[src/rbrl_pkg.sv]
`timescale 1ns / 1ps

package rbrl_pkg;

    // default coordinate width
    localparam int COORD_BITS_DEF = 12;

    // configuration port
    localparam int CFG_IDX_BITS  = 4;
    localparam int CFG_DATA_BITS = 24;

    localparam logic [CFG_IDX_BITS-1:0] CFG_ROW_FIRST    = 4'd0;
    localparam logic [CFG_IDX_BITS-1:0] CFG_ROW_STOP     = 4'd1;
    localparam logic [CFG_IDX_BITS-1:0] CFG_COL_FIRST    = 4'd2;
    localparam logic [CFG_IDX_BITS-1:0] CFG_COL_STOP     = 4'd3;
    localparam logic [CFG_IDX_BITS-1:0] CFG_RUN_MIN      = 4'd4;
    localparam logic [CFG_IDX_BITS-1:0] CFG_RUN_MAX      = 4'd5;
    localparam logic [CFG_IDX_BITS-1:0] CFG_TARGET_COLOR = 4'd6;
    localparam logic [CFG_IDX_BITS-1:0] CFG_GRAY_MODE    = 4'd7;

    // colour
    localparam int COLOR_BITS = 24;
    localparam int CHAN_BITS  = 8;
    localparam logic [COLOR_BITS-1:0] TARGET_COLOR_RST = 24'hD9D9D9;

    // run counter
    localparam int RUN_CNT_BITS = 2;
    localparam logic [RUN_CNT_BITS-1:0] RUN_CNT_ONE    = 2'd1;
    localparam logic [RUN_CNT_BITS-1:0] RUN_CNT_BUTTON = 2'd2;

    typedef enum logic [1:0] {
        PH_ROW   = 2'd0,
        PH_COL   = 2'd1,
        PH_FOUND = 2'd2
    } t_phase;

    // per-pixel compare result
    typedef struct packed {
        logic hit;
        logic in_win;
    } t_match;

endpackage

[src/raster_button_run_locator.sv]
`timescale 1ns / 1ps
// a frame end item reaches o_valid through the input and result registers
// throughput: one pixel item per cycle, set by the single compare and count
// step between the input and result registers, unless a frame end item waits
// for the result register; only the frame end item yields a result, others none
// reset: synchronous active low, clears scan state and loads register defaults

module raster_button_run_locator #(
    parameter int COORD_BITS = rbrl_pkg::COORD_BITS_DEF
) (
    input  logic                               i_clk,
    input  logic                               i_rst_n,
    // pixel channel
    input  logic                               i_valid,
    output logic                               o_stall,
    input  logic [COORD_BITS-1:0]              i_pix_col,
    input  logic [COORD_BITS-1:0]              i_pix_row,
    input  logic [rbrl_pkg::CHAN_BITS-1:0]     i_red,
    input  logic [rbrl_pkg::CHAN_BITS-1:0]     i_green,
    input  logic [rbrl_pkg::CHAN_BITS-1:0]     i_blue,
    input  logic [rbrl_pkg::CHAN_BITS-1:0]     i_gray,
    input  logic                               i_frame_end,
    // result channel
    output logic                               o_valid,
    input  logic                               i_stall,
    output logic                               o_found,
    output logic [COORD_BITS-1:0]              o_center_col,
    output logic [COORD_BITS-1:0]              o_center_row,
    output logic [COORD_BITS-1:0]              o_btn_width,
    output logic [COORD_BITS-1:0]              o_btn_height,
    // configuration
    input  logic                               i_cfg_valid,
    output logic                               o_cfg_ready,
    input  logic [rbrl_pkg::CFG_IDX_BITS-1:0]  i_cfg_index,
    input  logic [rbrl_pkg::CFG_DATA_BITS-1:0] i_cfg_data
);

    logic [COORD_BITS-1:0]           w_row_first, w_row_stop, w_col_first, w_col_stop;
    logic [COORD_BITS-1:0]           w_run_min, w_run_max;
    logic [rbrl_pkg::COLOR_BITS-1:0] w_target_color;
    logic                            w_gray_mode;

    logic                            r_in_valid;
    logic [COORD_BITS-1:0]           r_col, r_row;
    logic [rbrl_pkg::CHAN_BITS-1:0]  r_red, r_green, r_blue, r_gray;
    logic                            r_fe;

    logic                            w_accept, w_drain, w_advance;
    rbrl_pkg::t_match                w_match;
    logic                            w_res_valid, w_found;
    logic [COORD_BITS-1:0]           w_ccol, w_crow, w_width, w_height;

    logic                            r_out_valid;
    logic                            r_found;
    logic [COORD_BITS-1:0]           r_ccol, r_crow, r_width, r_height;

    assign o_cfg_ready = 1'b1;

    rbrl_cfg #(.COORD_BITS(COORD_BITS)) u_cfg (
        .i_clk          (i_clk),
        .i_rst_n        (i_rst_n),
        .i_cfg_valid    (i_cfg_valid),
        .i_cfg_index    (i_cfg_index),
        .i_cfg_data     (i_cfg_data),
        .o_row_first    (w_row_first),
        .o_row_stop     (w_row_stop),
        .o_col_first    (w_col_first),
        .o_col_stop     (w_col_stop),
        .o_run_min      (w_run_min),
        .o_run_max      (w_run_max),
        .o_target_color (w_target_color),
        .o_gray_mode    (w_gray_mode)
    );

    // handshake: the input stage holds only while a frame end item
    // waits for the result register
    assign w_drain   = r_out_valid && !i_stall;
    assign w_advance = r_in_valid && !(r_fe && r_out_valid && !w_drain);
    assign o_stall   = r_in_valid && !w_advance;
    assign w_accept  = i_valid && !o_stall;

    // input register
    always_ff @(posedge i_clk) begin
        if (!i_rst_n) begin
            r_in_valid <= 1'b0;
        end else if (w_accept) begin
            r_in_valid <= 1'b1;
        end else if (w_advance) begin
            r_in_valid <= 1'b0;
        end
    end

    always_ff @(posedge i_clk) begin
        if (w_accept) begin
            r_col   <= i_pix_col;
            r_row   <= i_pix_row;
            r_red   <= i_red;
            r_green <= i_green;
            r_blue  <= i_blue;
            r_gray  <= i_gray;
            r_fe    <= i_frame_end;
        end
    end

    rbrl_match #(.COORD_BITS(COORD_BITS)) u_match (
        .i_col          (r_col),
        .i_row          (r_row),
        .i_red          (r_red),
        .i_green        (r_green),
        .i_blue         (r_blue),
        .i_gray         (r_gray),
        .i_row_first    (w_row_first),
        .i_row_stop     (w_row_stop),
        .i_col_first    (w_col_first),
        .i_col_stop     (w_col_stop),
        .i_target_color (w_target_color),
        .i_gray_mode    (w_gray_mode),
        .o_match        (w_match)
    );

    rbrl_scan #(.COORD_BITS(COORD_BITS)) u_scan (
        .i_clk        (i_clk),
        .i_rst_n      (i_rst_n),
        .i_en         (w_advance),
        .i_match      (w_match),
        .i_col        (r_col),
        .i_row        (r_row),
        .i_frame_end  (r_fe),
        .i_row_stop   (w_row_stop),
        .i_run_min    (w_run_min),
        .i_run_max    (w_run_max),
        .o_res_valid  (w_res_valid),
        .o_found      (w_found),
        .o_center_col (w_ccol),
        .o_center_row (w_crow),
        .o_btn_width  (w_width),
        .o_btn_height (w_height)
    );

    // result register
    always_ff @(posedge i_clk) begin
        if (!i_rst_n) begin
            r_out_valid <= 1'b0;
        end else if (w_res_valid) begin
            r_out_valid <= 1'b1;
        end else if (w_drain) begin
            r_out_valid <= 1'b0;
        end
    end

    always_ff @(posedge i_clk) begin
        if (w_res_valid) begin
            r_found  <= w_found;
            r_ccol   <= w_ccol;
            r_crow   <= w_crow;
            r_width  <= w_width;
            r_height <= w_height;
        end
    end

    assign o_valid      = r_out_valid;
    assign o_found      = r_found;
    assign o_center_col = r_ccol;
    assign o_center_row = r_crow;
    assign o_btn_width  = r_width;
    assign o_btn_height = r_height;

endmodule

[src/rbrl_cfg.sv]
`timescale 1ns / 1ps

module rbrl_cfg #(
    parameter int COORD_BITS = rbrl_pkg::COORD_BITS_DEF
) (
    input  logic                               i_clk,
    input  logic                               i_rst_n,
    input  logic                               i_cfg_valid,
    input  logic [rbrl_pkg::CFG_IDX_BITS-1:0]  i_cfg_index,
    input  logic [rbrl_pkg::CFG_DATA_BITS-1:0] i_cfg_data,
    output logic [COORD_BITS-1:0]              o_row_first,
    output logic [COORD_BITS-1:0]              o_row_stop,
    output logic [COORD_BITS-1:0]              o_col_first,
    output logic [COORD_BITS-1:0]              o_col_stop,
    output logic [COORD_BITS-1:0]              o_run_min,
    output logic [COORD_BITS-1:0]              o_run_max,
    output logic [rbrl_pkg::COLOR_BITS-1:0]    o_target_color,
    output logic                               o_gray_mode
);

    localparam logic [COORD_BITS-1:0] ALL_ONES = '1;
    localparam logic [COORD_BITS-1:0] ONE      = COORD_BITS'(1);

    logic [COORD_BITS-1:0]           r_row_first, r_row_stop, r_col_first, r_col_stop;
    logic [COORD_BITS-1:0]           r_run_min, r_run_max;
    logic [rbrl_pkg::COLOR_BITS-1:0] r_target_color;
    logic                            r_gray_mode;
    logic [COORD_BITS-1:0]           w_v;

    assign w_v = i_cfg_data[COORD_BITS-1:0];

    // register file, written one register per item
    always_ff @(posedge i_clk) begin
        if (!i_rst_n) begin
            r_row_first    <= '0;
            r_row_stop     <= ALL_ONES;
            r_col_first    <= '0;
            r_col_stop     <= ALL_ONES;
            r_run_min      <= ONE;
            r_run_max      <= ALL_ONES;
            r_target_color <= rbrl_pkg::TARGET_COLOR_RST;
            r_gray_mode    <= 1'b0;
        end else if (i_cfg_valid) begin
            unique case (i_cfg_index)
                rbrl_pkg::CFG_ROW_FIRST:    r_row_first    <= w_v;
                rbrl_pkg::CFG_ROW_STOP:     r_row_stop     <= w_v;
                rbrl_pkg::CFG_COL_FIRST:    r_col_first    <= w_v;
                rbrl_pkg::CFG_COL_STOP:     r_col_stop     <= w_v;
                rbrl_pkg::CFG_RUN_MIN:      r_run_min      <= w_v;
                rbrl_pkg::CFG_RUN_MAX:      r_run_max      <= w_v;
                rbrl_pkg::CFG_TARGET_COLOR:
                    r_target_color <= i_cfg_data[rbrl_pkg::COLOR_BITS-1:0];
                rbrl_pkg::CFG_GRAY_MODE:    r_gray_mode    <= i_cfg_data[0];
                default: ;
            endcase
        end
    end

    assign o_row_first    = r_row_first;
    assign o_row_stop     = r_row_stop;
    assign o_col_first    = r_col_first;
    assign o_col_stop     = r_col_stop;
    assign o_run_min      = r_run_min;
    assign o_run_max      = r_run_max;
    assign o_target_color = r_target_color;
    assign o_gray_mode    = r_gray_mode;

endmodule

[src/rbrl_match.sv]
`timescale 1ns / 1ps

module rbrl_match #(
    parameter int COORD_BITS = rbrl_pkg::COORD_BITS_DEF
) (
    input  logic [COORD_BITS-1:0]            i_col,
    input  logic [COORD_BITS-1:0]            i_row,
    input  logic [rbrl_pkg::CHAN_BITS-1:0]   i_red,
    input  logic [rbrl_pkg::CHAN_BITS-1:0]   i_green,
    input  logic [rbrl_pkg::CHAN_BITS-1:0]   i_blue,
    input  logic [rbrl_pkg::CHAN_BITS-1:0]   i_gray,
    input  logic [COORD_BITS-1:0]            i_row_first,
    input  logic [COORD_BITS-1:0]            i_row_stop,
    input  logic [COORD_BITS-1:0]            i_col_first,
    input  logic [COORD_BITS-1:0]            i_col_stop,
    input  logic [rbrl_pkg::COLOR_BITS-1:0]  i_target_color,
    input  logic                             i_gray_mode,
    output rbrl_pkg::t_match                 o_match
);

    logic w_rgb_hit, w_gray_hit;

    // colour compare
    assign w_rgb_hit  = (i_red   == i_target_color[23:16]) &&
                        (i_green == i_target_color[15:8]) &&
                        (i_blue  == i_target_color[7:0]);
    assign w_gray_hit = (i_gray == i_target_color[7:0]);

    assign o_match.hit    = i_gray_mode ? w_gray_hit : w_rgb_hit;
    // window test, bounds exclusive at the stop side
    assign o_match.in_win = (i_row >= i_row_first) && (i_row < i_row_stop) &&
                            (i_col >= i_col_first) && (i_col < i_col_stop);

endmodule

[src/rbrl_scan.sv]
`timescale 1ns / 1ps

module rbrl_scan #(
    parameter int COORD_BITS = rbrl_pkg::COORD_BITS_DEF
) (
    input  logic                  i_clk,
    input  logic                  i_rst_n,
    input  logic                  i_en,
    input  rbrl_pkg::t_match      i_match,
    input  logic [COORD_BITS-1:0] i_col,
    input  logic [COORD_BITS-1:0] i_row,
    input  logic                  i_frame_end,
    input  logic [COORD_BITS-1:0] i_row_stop,
    input  logic [COORD_BITS-1:0] i_run_min,
    input  logic [COORD_BITS-1:0] i_run_max,
    output logic                  o_res_valid,
    output logic                  o_found,
    output logic [COORD_BITS-1:0] o_center_col,
    output logic [COORD_BITS-1:0] o_center_row,
    output logic [COORD_BITS-1:0] o_btn_width,
    output logic [COORD_BITS-1:0] o_btn_height
);

    localparam logic [COORD_BITS-1:0] ALL_ONES = '1;
    localparam logic [COORD_BITS-1:0] ONE      = COORD_BITS'(1);

    rbrl_pkg::t_phase                  r_phase, n_phase;
    logic [COORD_BITS-1:0]             r_len, n_len;
    logic [rbrl_pkg::RUN_CNT_BITS-1:0] r_cnt, n_cnt;
    logic [COORD_BITS-1:0]             r_cur_row, n_cur_row;
    logic [COORD_BITS-1:0]             r_end_col, n_end_col;
    logic [COORD_BITS-1:0]             r_height, n_height;
    logic [COORD_BITS-1:0]             r_crow, n_crow;
    logic [COORD_BITS-1:0]             r_ccol, n_ccol;

    logic [COORD_BITS-1:0]             w_base_len;
    logic [rbrl_pkg::RUN_CNT_BITS-1:0] w_base_cnt, w_cnt_inc;
    logic                              w_found;

    // state registers, cleared after each frame end
    always_ff @(posedge i_clk) begin
        if (!i_rst_n) begin
            r_phase   <= rbrl_pkg::PH_ROW;
            r_len     <= '0;
            r_cnt     <= '0;
            r_cur_row <= '0;
            r_end_col <= '0;
            r_height  <= '0;
            r_crow    <= '0;
            r_ccol    <= '0;
        end else if (i_en) begin
            if (i_frame_end) begin
                r_phase   <= rbrl_pkg::PH_ROW;
                r_len     <= '0;
                r_cnt     <= '0;
                r_cur_row <= '0;
                r_end_col <= '0;
                r_height  <= '0;
                r_crow    <= '0;
                r_ccol    <= '0;
            end else begin
                r_phase   <= n_phase;
                r_len     <= n_len;
                r_cnt     <= n_cnt;
                r_cur_row <= n_cur_row;
                r_end_col <= n_end_col;
                r_height  <= n_height;
                r_crow    <= n_crow;
                r_ccol    <= n_ccol;
            end
        end
    end

    // a row change during row scan restarts the run bookkeeping
    assign w_base_len = (i_row != r_cur_row) ? '0 : r_len;
    assign w_base_cnt = (i_row != r_cur_row) ? '0 : r_cnt;
    assign w_cnt_inc  = w_base_cnt + rbrl_pkg::RUN_CNT_ONE;

    // next state for the current pixel
    always_comb begin
        n_phase   = r_phase;
        n_len     = r_len;
        n_cnt     = r_cnt;
        n_cur_row = r_cur_row;
        n_end_col = r_end_col;
        n_height  = r_height;
        n_crow    = r_crow;
        n_ccol    = r_ccol;
        unique case (r_phase)
            rbrl_pkg::PH_ROW: begin
                n_cur_row = i_row;
                n_len     = w_base_len;
                n_cnt     = w_base_cnt;
                if (i_match.in_win) begin
                    if (i_match.hit) begin
                        if (w_base_len != ALL_ONES) begin
                            n_len = w_base_len + ONE;
                        end
                    end else begin
                        n_len = '0;
                        if ((w_base_len >= i_run_min) && (w_base_len <= i_run_max)) begin
                            n_cnt = w_cnt_inc;
                            if (w_cnt_inc == rbrl_pkg::RUN_CNT_BUTTON) begin
                                // second qualifying run closes here
                                n_end_col = i_col - ONE;
                                n_len     = w_base_len;
                                if (w_base_len == '0) begin
                                    // empty run: bottom edge is this very row
                                    n_height = '0;
                                    n_crow   = i_row;
                                    n_ccol   = i_col - ONE;
                                    n_phase  = rbrl_pkg::PH_FOUND;
                                end else begin
                                    n_height = ONE;
                                    n_phase  = rbrl_pkg::PH_COL;
                                end
                            end
                        end
                    end
                end
            end
            rbrl_pkg::PH_COL: begin
                if ((i_col == r_end_col) && (i_row > r_cur_row) && (i_row < i_row_stop)) begin
                    if (i_match.hit) begin
                        if (r_height != ALL_ONES) begin
                            n_height = r_height + ONE;
                        end
                    end else begin
                        n_crow  = i_row - (r_height >> 1);
                        n_ccol  = r_end_col - (r_len >> 1);
                        n_phase = rbrl_pkg::PH_FOUND;
                    end
                end
            end
            rbrl_pkg::PH_FOUND: ;
            default: n_phase = rbrl_pkg::PH_ROW;
        endcase
    end

    // frame result, fields zero when nothing was found
    assign w_found      = (n_phase == rbrl_pkg::PH_FOUND);
    assign o_res_valid  = i_en && i_frame_end;
    assign o_found      = w_found;
    assign o_center_col = w_found ? n_ccol   : '0;
    assign o_center_row = w_found ? n_crow   : '0;
    assign o_btn_width  = w_found ? n_len    : '0;
    assign o_btn_height = w_found ? n_height : '0;

endmodule

[config.mk]
export PLATFORM = sky130hd
export DESIGN_NAME = raster_button_run_locator
export DESIGN_NICKNAME = d
export VERILOG_FILES = /design/src/rbrl_pkg.sv /design/src/raster_button_run_locator.sv /design/src/rbrl_cfg.sv /design/src/rbrl_match.sv /design/src/rbrl_scan.sv
export SDC_FILE = /design/constraint.sdc
export NUM_CORES = 1
export LEC_CHECK = 0
export BUFFER_PORTS_ARGS = -buffer_cell sky130_fd_sc_hd__buf_4
export CAP_MARGIN = 5
export CELL_PAD_IN_SITES_DETAIL_PLACEMENT = 0
export CELL_PAD_IN_SITES_GLOBAL_PLACEMENT = 1
export CORE_AREA = 2 2 191 193
export DETAILED_ROUTE_END_ITERATION = 8
export DIE_AREA = 0 0 193 195
export PLACE_DENSITY_LB_ADDON = 0.05
export SLEW_MARGIN = 10
export SYNTH_ARGS = -nofsm -noshare
export SYNTH_HDL_FRONTEND = slang
export SYNTH_SLANG_ARGS = --single-unit
export TNS_END_PERCENT = 30
[constraint.sdc]
create_clock -name i_clk -period 5.2 [get_ports i_clk]
set_clock_uncertainty 0.05 [all_clocks]
set_input_delay 0.26 -clock i_clk [delete_from_list [all_inputs] [get_ports i_clk]]
set_output_delay 0.26 -clock i_clk [all_outputs]
set_load 0.02 [all_outputs]
==> results.json, run 1 <==
{
  "run_status": "finished, final reports clean",
  "globalRouteMet1Util": 0.376,
  "use_met2": 0.416,
  "rsz0062_at_grt": "no",
  "max_slew.worst_pin.slew_ns": 1.16,
  "io_buffer_count": 140,
  "antenna_left": 0,
  "synthToLayoutAreaGrowth_pct": 22.1,
  "cts_made_buffers": 34,
  "layout-drive-gt1-share": 0.143,
  "peakVddDrop_mv": 0.255,
  "period_minus_slack_ns": 4.67,
  "ios": 142,
  "ys_warn_count": 0,
  "root_buffer": "clkbuf_16",
  "clock-sinks": 281,
  "syn_inst": 1727,
  "hold_viol_final": 0,
  "path_delay_family": "simple AND/OR/NAND/NOR gates",
  "drc": 0,
  "antenna_found_initial": 0,
  "finalCritPeriodShare": 0.898,
  "cts_max_level": 2,
  "relSlewSlack": 0.224,
  "grt_pass1_vias": 13400,
  "crit_fanout": 9,
  "mappedNetlistArea_um2": 15800,
  "grt_overflow_total": 0,
  "clkSlewWorstSetupHoldPaths_ns": 0.06,
  "fmax_mhz": 214,
  "drv_slew": 0,
  "slowest_stage": "or3_1",
  "synth-edff-count": 106,
  "hp-class": "primary input to flop",
  "ys_seq_area_frac": 0.424,
  "synth_flop_cell": "dfxtp_1",
  "grt_pass1_wl_um": 77100,
  "route.vias.total": 13800,
  "arrival_ns": 4.88,
  "avgSynthCellArea_um2": 9.12,
  "use_met3": 0.0435,
  "crit_buf_inv": 1,
  "layout.nets": 2136,
  "gp_congestion": 0.888,
  "cp-start-kind": "flop",
  "layout_common_cells": "nand2_1 (198), buf_4 (180), dfxtp_1 (175)",
  "busiest_layer": "met2",
  "hpwl_um": 35200,
  "drt_iter0_drc": 1061,
  "final_util": 0.544,
  "clockBufferDepth": 3,
  "viasPerCell": 5.68,
  "tns_ns": 0,
  "maxCapViolations": 0,
  "setup_viol": 0,
  "ys_ff_latch": 281,
  "drtPass1Iterations": 5,
  "slowest_delay_ns": 0.66,
  "core_area_um2": 35400,
  "start_util": 0.445,
  "antenna_cells": 0,
  "num_rows": 69,
  "finalWirelength_um": 49600,
  "cts_tree": "built",
  "powerDensity_nw_per_um2": 268,
  "die-area_um2": 37600,
  "wl_per_cell_um": 20.5,
  "p_leak_nw": 7.57,
  "worst_skew_pair.late_latency_ns": 0.56,
  "async_reset_ff_frac": 0,
  "groute.usage.overall": 0.266,
  "final_common_cell": "nand2_1",
  "cts_resized": 0,
  "worstPathRequired_ns": 5.41,
  "grt_start_max_net_pins": 71,
  "path_cells": "ha_1, nand4_1, or3_1, nor2_1, ha_1, a21oi_1, o21ai_0, o31ai_2, buf_4, nand4_1, or3_1, nand3_1, a21oi_1",
  "die_w_um": 193,
  "syn_nets": 1928,
  "die_h_um": 195,
  "synth_cell_type_count": 92,
  "largest_reg_flops": 24,
  "crit_type": "flop to flop",
  "cp-end-kind": "flop",
  "cts_setup_buffers": 0
}
## cells in the mapped netlist, types with 12 or more instances
cell      number  share of area
mux2_2        13         0.0093
o32ai_1       20          0.011
xnor2_1       26          0.014
o22ai_1       15         0.0060
a211oi_1      12         0.0057
nor3_1        60          0.019
mux2i_1       37          0.024
nand2_1      198          0.047
o211ai_1      51          0.024
o21ai_0       53          0.017
inv_1        142          0.034
o31ai_1       12         0.0057
nand3_1       50          0.016
ha_1         109          0.087
xor2_1        49          0.027
dfxtp_1      175           0.22
a31oi_1       16         0.0064
edfxtp_1     106           0.20
nand4_1       29          0.012
nor4_1        17         0.0067
and3_1        13         0.0052
clkbuf_1      65          0.015
a22oi_1       16         0.0076
a21oi_1       97          0.031
nor2_1       137          0.033
## final cells by class
type,count,area [um2]
Fill cell,3217,16200
Multi-Input combinational cell,1210,8180
Sequential cell,281,6690
Timing Repair Buffer,263,2180
Clock buffer,43,895
Tap cell,461,577
Inverter,145,544
Clock inverter,19,183
## tightest hold or removal path, cell delays in order
cell	delay [ns]
buf_4	0.14
nand2_1	0.06
nor2_1	0.04
mux2i_1	0.11
nor2_1	0.07
## power by group
part | internal, mW | switching (mW) | total, mW
clock | 1.34 | 0.997 | 2.33
combinational | 0.193 | 0.256 | 0.449
sequential | 2.33 | 0.0373 | 2.37
total | 3.86 | 1.29 | 5.15
## what timing repair did
action	4_1_cts	5_1_grt
setup endpoints to repair	0	0
hold buffers	83	0
hold endpoints to repair	132	0
## metal layers
metal	vias up	wire length, um
li1	6685	-
met1	6523	22900
met2	466	22400
met3	85	3030
met4	0	1190
met5	-	0
## through the flow
stage | power [mW] | hold slack, ns | std cells | setup slack [ns] | instance area, um2
after CTS | 5.21 | 0.0833 | 2422 | 0.518 | 19200
after floorplan | 2.63 | 0.309 | 1727 | 1.10 | 15800
final | 5.15 | 0.116 | 2422 | 0.528 | 19200
after detailed placement | 2.82 | 0.389 | 2277 | 0.547 | 17300
after global placement | 2.81 | 0.388 | 2277 | 0.719 | 17300
after global routing | 5.35 | 0.131 | 2422 | 0.219 | 19200
## path summary, 6_finish.rpt
check	start	end	slack [ns]	cells after the start
max	r_row[8]	o_btn_height[7]	0.53	13
min	i_cfg_index[0]	u_cfg.o_gray_mode	0.12	5
max reg2reg	r_row[8]	o_btn_height[7]	0.53	13
min reg2reg	u_scan.r_cnt[1]	u_scan.r_cnt[1]	0.40	2
## logic make-up (layout without fill, tap and decap cells)
family,after synthesis,count (layout),share of synthesized area
and+or+nand+nor,581,581,0.177
AOI/OAI and AO/OA,391,391,0.174
DFF,281,281,0.424
buffers and inverters,236,470,0.0602
adders and majority gates,111,111,0.0891
xor gates and xnor gates,75,75,0.0417
muxes,51,51,0.0335
other,1,1,0.000238
(Power assumes the default switching activity.)
==> run 2: changes to the inputs <==
--- a/config.mk
+++ b/config.mk
@@ -5,13 +5,13 @@
 export SDC_FILE = /design/constraint.sdc
 export NUM_CORES = 1
 export LEC_CHECK = 0
-export BUFFER_PORTS_ARGS = -buffer_cell sky130_fd_sc_hd__buf_4
 export CAP_MARGIN = 5
 export CELL_PAD_IN_SITES_DETAIL_PLACEMENT = 0
 export CELL_PAD_IN_SITES_GLOBAL_PLACEMENT = 1
 export CORE_AREA = 2 2 191 193
 export DETAILED_ROUTE_END_ITERATION = 8
 export DIE_AREA = 0 0 193 195
+export DONT_BUFFER_PORTS = 1
 export PLACE_DENSITY_LB_ADDON = 0.05
 export SLEW_MARGIN = 10
 export SYNTH_ARGS = -nofsm -noshare
==> run 2 against run 1 <==
Net effect: register-to-register slack gained 0.20 ns; clock power fell by 5%; global-route usage increased by 0.053 points; worst hold slack got worse by 0.10 ns; non-clock buffer count fell by 129; die area did not move; clock-buffer cell count up 1; via count decreased by 3.7%; highest routed layer unchanged.
==> results.json, run 2 (synthesized netlist as in run 1, its figures left out) <==
{
  "groute.usage.overall": 0.267,
  "gp_congestion": 0.874,
  "drv_slew": 0,
  "fmax_mhz": 224,
  "period_minus_slack_ns": 4.47,
  "relSlewSlack": 0.201,
  "cts_resized": 0,
  "die_w_um": 193,
  "ios": 142,
  "drt_iter0_drc": 939,
  "layout_common_cells": "nand2_1 (198), dfxtp_1 (175), inv_1 (141)",
  "crit_type": "flop to flop",
  "multi_input_area_um2": 8180,
  "worst_skew_pair.late_latency_ns": 0.53,
  "largest_reg_flops": 24,
  "layout-drive-gt1-share": 0.0830,
  "cts_tree": "built",
  "slowest_stage": "or3_1",
  "peakVddDrop_mv": 0.300,
  "antenna_left": 0,
  "grt_start_max_net_pins": 68,
  "slowest_delay_ns": 0.66,
  "cp-end-kind": "flop",
  "die_h_um": 195,
  "final_area_um2": 18300,
  "dp_cells": 2143,
  "hold_slack_ns": 0.0157,
  "fill_cells": 3290,
  "setup_viol": 0,
  "drc": 0,
  "r2r-end": "o_btn_height[9]",
  "powerDensity_nw_per_um2": 273,
  "arrival_ns": 4.69,
  "layout.nets": 2007,
  "dpl-instance-area_um2": 16300,
  "synthToLayoutAreaGrowth_pct": 15.9,
  "worstPathRequired_ns": 5.42,
  "max_slew.worst_pin.slew_ns": 1.20,
  "hp-start": "i_rst_n",
  "crit_start": "r_row[9]",
  "rrSetupSlack_ns": 0.73,
  "cts-hold-fix-buffers": 88,
  "core_area_um2": 35400,
  "clkSlewWorstSetupHoldPaths_ns": 0.06,
  "start_util": 0.445,
  "io_buffer_count": 0,
  "p_leak_nw": 6.94,
  "hold_viol_final": 0,
  "finalCritPeriodShare": 0.860,
  "final_util": 0.516,
  "cts_max_level": 2,
  "cp-start-kind": "flop",
  "cts_made_buffers": 34,
  "timing.rr.start": "r_row[9]",
  "run_status": "finished, final reports clean",
  "layout.cells.non_filler": 2293,
  "root_buffer": "clkbuf_16",
  "antenna_found_initial": 2,
  "worst_slack_ns": 0.730,
  "finalWirelength_um": 49900,
  "hp-class": "primary input to flop",
  "die-area_um2": 37600,
  "dpl_worst_slack_ns": 0.730,
  "grt_overflow_total": 0,
  "grt_pass1_wl_um": 76900,
  "num_rows": 69,
  "crit_fanout": 11,
  "viasPerCell": 5.78,
  "hpwl_um": 34300,
  "drtPass1Iterations": 8,
  "crit_path_end": "o_btn_height[9]",
  "clockBufferDepth": 3,
  "route.vias.total": 13300,
  "cts_setup_buffers": 0,
  "maxCapViolations": 0,
  "reg2regPathDepth": 13,
  "wl_per_cell_um": 21.8,
  "rsz0062_at_grt": "no",
  "tns_ns": 0,
  "final_common_cell": "nand2_1",
  "grt_pass1_vias": 12900,
  "seq_area_um2": 6690,
  "clock-sinks": 281,
  "power_mw": 4.98,
  "path_cells": "ha_1, nand4_1, or3_1, nor2_1, ha_1, nand2_1, nor3_1, a21oi_1, o21ai_1, nand4_1, or3_1, nand3_1, a21oi_1"
}
run 2: cell count changes in the layout (fill, tap and decap cells not counted), moves of 2 or more:
cell	previous run	this run
bufinv_16	2	0
clkinv_2	3	10
buf_4	180	45
clkinv_1	11	5
dlygate4sd3_1	83	87
run 2: cell type report:
cell class / count / share of cell area
timing repair buffer: 134 / 0.0688
tap: 461 / 0.0316
sequential: 281 / 0.366
antenna: 1 / 0.000137
multi-input combinational: 1210 / 0.448
clock buffer: 44 / 0.0497
clock inverter: 17 / 0.00617
inverter: 145 / 0.0298
run 2: routing by layer:
metal  vias to the layer above  part of all wire  GRT usage
li1                       6420                 -          -
met1                      6293              0.46      0.379
met2                       453              0.45      0.423
met3                        84             0.061     0.0453
met4                         0             0.023     0.0640
met5                         -                 0          0
run 2: critical path, delay by kind of cell, from the launching register on:
family          cells  cell delay (ns)
flops               1             0.39
simple gates        8             2.56
fa+ha+maj           2             0.51
compound gates      3             0.68
run 2: report_power, final:
group	internal, mW	switching (mW)
sequential	2.33	0.0458
clock	1.25	0.967
combinational	0.149	0.236
total	3.73	1.25
run 2: worst min-delay path by stage:
stage                                    end  slack, ns  depth (start not counted)
finish              u_cfg.o_target_color[23]       0.02                          2
CTS                       u_cfg.o_run_max[0]      0.007                          2
global route        u_cfg.o_target_color[23]       0.03                          2
detailed placement        u_cfg.o_run_max[0]       0.29                          1
global placement          u_cfg.o_run_max[0]       0.29                          1
floorplan                          r_blue[0]       0.31                          0
